### src/rtl/nqsc_pkg.sv
`timescale 1ns / 1ps
// ----------------------------------------------------------------------------
// nqsc_pkg
// Shared widths and constants for the N-queens solution counter.
// ----------------------------------------------------------------------------
package nqsc_pkg;

  localparam int S_TDATA_W = 8;    // start_req, zero filled to a byte
  localparam int M_TDATA_W = 24;   // solution_count
  localparam int COUNT_W   = 24;
  localparam int CFG_W     = 5;

  localparam logic [COUNT_W-1:0] COUNT_MAX   = 24'hFF_FFFF;
  localparam logic [CFG_W-1:0]   BOARD_RESET = 5'd8;

  typedef logic [COUNT_W-1:0] count_t;

endpackage

### src/rtl/n_queens_solution_counter_top.sv
`timescale 1ns / 1ps
// ----------------------------------------------------------------------------
// n_queens_solution_counter_top
// Counts all N-queens placements by depth-first backtracking with one shared
// attack-check and mask-update unit; first-row mirror symmetry for even sizes.
// ----------------------------------------------------------------------------
// Search: each tried square is checked in ST_SEARCH; a backtrack pops the
//   column stack in ST_SEARCH and clears the masks in ST_POPW.
// Throughput: one start transfer at a time; s_axis_tready is low during the
//   search. A finished count waits in the output register while a new start
//   is taken. A start with start_req clear produces no result.
// Reset: board_size returns to 8, the block is idle, no result is pending.
module n_queens_solution_counter_top #(
  parameter int MAX_SIZE = 16
) (
  input  logic                           clk,
  input  logic                           rst,
  input  logic                           cfg_we,
  input  logic [nqsc_pkg::CFG_W-1:0]     cfg_wdata,     // board_size
  input  logic                           s_axis_tvalid,
  output logic                           s_axis_tready,
  input  logic [nqsc_pkg::S_TDATA_W-1:0] s_axis_tdata,  // [0] start_req, [7:1] zero
  output logic                           m_axis_tvalid,
  input  logic                           m_axis_tready,
  output logic [nqsc_pkg::M_TDATA_W-1:0] m_axis_tdata   // [23:0] solution_count
);

  localparam int SW  = $clog2(MAX_SIZE + 1);
  localparam int AW  = (MAX_SIZE > 1) ? $clog2(MAX_SIZE) : 1;
  localparam int DW  = 2 * MAX_SIZE - 1;
  localparam int DIW = (DW > 1) ? $clog2(DW) : 1;

  localparam logic [1:0] ST_IDLE   = 2'd0;
  localparam logic [1:0] ST_SEARCH = 2'd1;
  localparam logic [1:0] ST_POPW   = 2'd2;
  localparam logic [1:0] ST_DONE   = 2'd3;

  logic [1:0]             state;
  logic [nqsc_pkg::CFG_W-1:0] board_size;
  logic [SW-1:0]          n_reg;
  logic [SW-1:0]          first_limit;
  logic                   even;
  logic [SW-1:0]          row;
  logic [SW-1:0]          col;
  logic [MAX_SIZE-1:0]    col_used;
  logic [DW-1:0]          rdiag;
  logic [DW-1:0]          fdiag;
  nqsc_pkg::count_t       count;
  logic [SW-1:0]          stack_mem [MAX_SIZE];
  logic [SW-1:0]          rd_data;

  logic                   s_xfer;
  logic [SW-1:0]          n_start;
  logic [SW-1:0]          limit;
  logic [SW-1:0]          csel;
  logic [SW-1:0]          row_dec;
  logic [SW:0]            rsum;
  logic [SW:0]            fsum;
  logic [AW-1:0]          cidx;
  logic [DIW-1:0]         ridx;
  logic [DIW-1:0]         fidx;
  logic [MAX_SIZE-1:0]    cbit;
  logic [DW-1:0]          rbit;
  logic [DW-1:0]          fbit;
  logic                   free_spot;
  logic                   last_row;
  logic                   over;
  logic [nqsc_pkg::COUNT_W:0] sum;
  nqsc_pkg::count_t       count_sat;
  logic                   mem_we;
  logic                   mem_re;
  logic                   out_free;

  assign s_axis_tready = (state == ST_IDLE);
  assign s_xfer        = s_axis_tvalid && s_axis_tready;
  assign out_free      = !m_axis_tvalid || m_axis_tready;

  // shared check/update unit
  always_comb begin
    n_start = (int'(board_size) > MAX_SIZE) ? SW'(MAX_SIZE) : SW'(board_size);
    limit   = (row == '0) ? first_limit : n_reg;
    over    = (col >= limit);
    csel    = (state == ST_POPW) ? rd_data : col;
    row_dec = row - SW'(1);
    rsum    = {1'b0, row} + {1'b0, csel};
    fsum    = {1'b0, row} + {1'b0, n_reg} - (SW+1)'(1) - {1'b0, csel};
    cidx    = csel[AW-1:0];
    ridx    = rsum[DIW-1:0];
    fidx    = fsum[DIW-1:0];
    cbit    = MAX_SIZE'(1) << cidx;
    rbit    = DW'(1) << ridx;
    fbit    = DW'(1) << fidx;
    free_spot = !col_used[cidx] && !rdiag[ridx] && !fdiag[fidx];
    last_row  = (({1'b0, row} + (SW+1)'(1)) == {1'b0, n_reg});
    sum       = {1'b0, count} + (even ? (nqsc_pkg::COUNT_W+1)'(2)
                                      : (nqsc_pkg::COUNT_W+1)'(1));
    count_sat = (sum > {1'b0, nqsc_pkg::COUNT_MAX}) ? nqsc_pkg::COUNT_MAX
                                                    : sum[nqsc_pkg::COUNT_W-1:0];
    mem_we  = (state == ST_SEARCH) && !over && free_spot && !last_row;
    mem_re  = (state == ST_SEARCH) && over && (row != '0);
  end

  // column stack
  always_ff @(posedge clk) begin
    if (mem_we) begin
      stack_mem[row[AW-1:0]] <= col;
    end
    if (mem_re) begin
      rd_data <= stack_mem[row_dec[AW-1:0]];
    end
  end

  always_ff @(posedge clk) begin
    if (rst) begin
      state         <= ST_IDLE;
      board_size    <= nqsc_pkg::BOARD_RESET;
      m_axis_tvalid <= 1'b0;
    end else begin
      if (cfg_we) begin
        board_size <= cfg_wdata;
      end
      if (m_axis_tready && (state != ST_DONE)) begin
        m_axis_tvalid <= 1'b0;
      end
      case (state)
        ST_IDLE: begin
          if (s_xfer && s_axis_tdata[0]) begin
            n_reg       <= n_start;
            even        <= !n_start[0];
            first_limit <= n_start[0] ? n_start : (n_start >> 1);
            row         <= '0;
            col         <= '0;
            col_used    <= '0;
            rdiag       <= '0;
            fdiag       <= '0;
            count       <= '0;
            state       <= (n_start == '0) ? ST_DONE : ST_SEARCH;
          end
        end
        ST_SEARCH: begin
          if (over) begin
            if (row == '0) begin
              state <= ST_DONE;
            end else begin
              row   <= row_dec;
              state <= ST_POPW;
            end
          end else if (!free_spot) begin
            col <= col + SW'(1);
          end else if (last_row) begin
            count <= count_sat;
            col   <= col + SW'(1);
          end else begin
            col_used <= col_used | cbit;
            rdiag    <= rdiag | rbit;
            fdiag    <= fdiag | fbit;
            row      <= row + SW'(1);
            col      <= '0;
          end
        end
        ST_POPW: begin
          col_used <= col_used & ~cbit;
          rdiag    <= rdiag & ~rbit;
          fdiag    <= fdiag & ~fbit;
          col      <= rd_data + SW'(1);
          state    <= ST_SEARCH;
        end
        ST_DONE: begin
          if (out_free) begin
            m_axis_tdata  <= count;
            m_axis_tvalid <= 1'b1;
            state         <= ST_IDLE;
          end
        end
        default: begin
          state <= ST_IDLE;
        end
      endcase
    end
  end

endmodule

### config.mk
export PLATFORM = sky130hd
export DESIGN_NAME = n_queens_solution_counter_top
export DESIGN_NICKNAME = d
export VERILOG_FILES = /design/src/rtl/nqsc_pkg.sv /design/src/rtl/n_queens_solution_counter_top.sv
export SDC_FILE = /design/constraint.sdc
export NUM_CORES = 1
export LEC_CHECK = 0
export BUFFER_PORTS_ARGS = -buffer_cell sky130_fd_sc_hd__buf_2
export CAP_MARGIN = 30
export CORE_MARGIN = 4
export CORE_UTILIZATION = 60
export CTS_CLUSTER_SIZE = 30
export DETAILED_ROUTE_END_ITERATION = 7
export PLACE_DENSITY = 0.83
export SKIP_LAST_GASP = 1
export SYNTH_ARGS = -nofsm -noshare
export SYNTH_HDL_FRONTEND = slang
export SYNTH_SLANG_ARGS = --single-unit
### constraint.sdc
create_clock -name clk -period 12.77 [get_ports clk]
set_input_delay 2.554 -clock clk [delete_from_list [all_inputs] [get_ports clk]]
set_output_delay 2.554 -clock clk [all_outputs]
set_load 0.005 [all_outputs]
==> impl_metrics.yaml <==
yosys:
  postSynthAreaPerCell_um2: 11.8
  async_reset_ff_frac: 0
  ys_warn_count: 0
  synth_top_area_frac: 0.548
  synth_top_area_cell: "edfxtp_1"
  synth_fp_nets: 1130
  synth_area_um2: 12700
  syn_inst: 1078
  ys_types: 59
  yosys-top-cells-area: "edfxtp_1 (55%), mux4_2 (6.9%), a21oi_1 (5.9%)"
  synth-seq-area-share: 0.561
  synth-seq-cells: 240
  ys.flop_type: "edfxtp_1"
  synth_edf_count: 232
layout:
  final_cell_mix: "edfxtp_1 (232), a21oi_1 (151), nand2_1 (103), nor2_1 (86), o21ai_0 (78)"
  final_common_cell: "edfxtp_1"
  antenna_cells: 0
  nets: 1144
  drive_above_1_share: 0.149
  fin_area_um2: 13900
  post-route-util: 0.678
  largest_reg_flops: 80
  nFillCells: 1461
  syn2layout_area_growth_pct: 9.78
drt:
  drtIter0Drc: 853
  avgRoutedWirePerCell_um: 20.1
  dr.pass1.iters: 5
  via_per_inst: 6.32
  drc: 0
  via_count: 8722
  antenna_left: 0
  drt-total-wl_um: 27700
placement:
  hpwlAfterDp_um: 17100
  gp_congestion: 0.901
  port_buffers: 36
  placed_cell_area_um2: 13100
run:
  drv_cap: 0
global_routing:
  grt_overflow_total: 0
  grt_pass1_wl_um: 45200
  antenna_found_initial: 0
  grt_max_degree: 83
  grtUsageTotal: 0.233
  grt_pass1_vias: 8546
cts:
  clk_pin_slew_ns: 0.06
  clock-sinks: 240
  cts_buffer_depth: 3
  clock_latency_ns: 0.53
  root_buffer: "clkbuf_16"
  h-tree-depth: 1
  cts_resized: 0
  postCtsSetupRepairBufs: 0
  cts_hold_buffers: 0
  cts_buffers: 26
  cts_tree: "built"
outcome:
  status: "finished, final reports clean"
floorplan:
  initial_core_util: 0.618
  die_w_um: 154
  rows: 52
  core_um2: 20600
  ios: 44
  fp.dieArea_um2: 23600
  die_y_um: 154
sta:
  finalSetupViolations: 0
  min_period_ns: 6.13
  slew_viol_final: 0
  rsz0062_at_grt: "no"
  fmax_mhz: 163
  max_slew_margin: 0.245
  hold_viol: 0
  min_period_over_period: 0.480
  finalSetupTns_ns: 0
  tightest_slew_ns: 1.13
  finalClockSkew_ns: 0.0179
power_and_ir_drop:
  power_density_nw_per_um2: 218
  irDropWorstVdd_mv: 0.195
  p_leak_nw: 4.51
critical_path:
  max_stage_delay_ns: 0.95
  crit_buf_inv: 4
  worst_path_max_delay_cell: "fa_1"
  crit_chain: "inv_1 > o21a_1 > inv_1 > ha_1 > inv_1 > fa_1 > mux4_2 > nand2_1 > nand2_1 > or3_1 > a32o_1 > a211oi_2 > nand2b_2 > a21boi_4 > buf_4"
  crit_path_end_kind: "flip-flop"
  start_kind: "flip-flop"
  crit_type: "reg -> reg"
  cp_top_family: "compound AO/OA/AOI/OAI gates"
  cp_max_fo: 40
  arrival_ns: 6.29
  crit_path_frequent_cell: "inv_1"
  required_ns: 12.93
min_path:
  min_path_type: "reg -> reg"
stage by stage:
stage / hold WS (ns) / setup WS, ns / instances / power, W
2_1_floorplan: 0.431 / 2.14 / 1078 / 0.00203
3_3_place_gp: 0.468 / 6.94 / 1331 / 0.00224
3_5_place_dp: 0.475 / 6.80 / 1332 / 0.00228
4_1_cts: 0.490 / 6.71 / 1379 / 0.00302
5_1_grt: 0.506 / 6.38 / 1381 / 0.00321
6_report: 0.490 / 6.64 / 1381 / 0.00304
path summary, 6_finish.rpt:
| check | slack (ns) | depth (start not counted) | to | start |
|---|---|---|---|---|
| worst max-delay path | 6.64 | 15 | rdiag[6]$_DFFE_PP_ | col[0]$_DFFE_PP_ |
| worst min-delay path | 0.49 | 0 | m_axis_tdata[0]$_DFFE_PP_ | count[0]$_SDFFCE_PN0P_ |
| worst max register to register | 6.64 | 15 | rdiag[6]$_DFFE_PP_ | col[0]$_DFFE_PP_ |
| worst min register to register | 0.49 | 0 | m_axis_tdata[0]$_DFFE_PP_ | count[0]$_SDFFCE_PN0P_ |
per-layer routing:
layer / vias up / global-route usage / wire [µm]
met5: - / 0 / 0
met4: 0 / 0.0694 / 749
met3: 58 / 0.0405 / 2390
met2: 417 / 0.373 / 13400
met1: 4194 / 0.334 / 11200
li1: 4053 / - / -
synthesized netlist by cell type (6+ instances only):
library cell	instances
nor2b_1	10
buf_1	6
edfxtp_1	232
dfxtp_1	8
mux4_2	39
nor3_2	16
nor3_1	9
inv_1	20
nand3_1	30
a21oi_1	151
nand2b_1	10
nand2_1	103
xnor2_1	30
a21o_1	7
xor2_1	20
ha_1	30
nor2_1	86
o21ai_0	78
mux2i_1	20
nor3b_1	42
clkbuf_1	53
cell families after synthesis:
family	Yosys count	share of synthesized area
AND/OR/NAND/NOR	328	0.130
AO/OA/AOI/OAI	273	0.118
flip-flops	240	0.561
buffers and inverters	87	0.0278
multiplexers	63	0.0893
XOR/XNOR	52	0.0375
adder cells (fa/ha/maj)	34	0.0359
other	1	0.000295
power breakdown:
part	switching (W)	total (W)	internal (W)
logic	0.000817	0.00121	0.000392
clock network	0.000306	0.000733	0.000427
registers	0.0000795	0.00109	0.00102
worst reg2reg max path, stage by stage (launching register included):
cell and delay (ns):
edfxtp_1 0.89, inv_1 0.17, o21a_1 0.39, inv_1 0.18
ha_1 0.19, inv_1 0.05, fa_1 0.95, mux4_2 0.60
nand2_1 0.09, nand2_1 0.08, or3_1 0.30, a32o_1 0.27
a211oi_2 0.31, nand2b_2 0.46, a21boi_4 0.30, buf_4 0.49
final cells by class:
type | count | area (µm²) | share of cell area
Clock buffer | 31 | 689 | 0.0494
Clock inverter | 16 | 150 | 0.0108
Inverter | 22 | 82.6 | 0.00592
Multi-Input combinational cell | 751 | 5250 | 0.376
Sequential cell | 240 | 7130 | 0.511
Tap cell | 270 | 338 | 0.0242
Timing Repair Buffer | 51 | 308 | 0.0221
(Power assumes the default switching activity.)
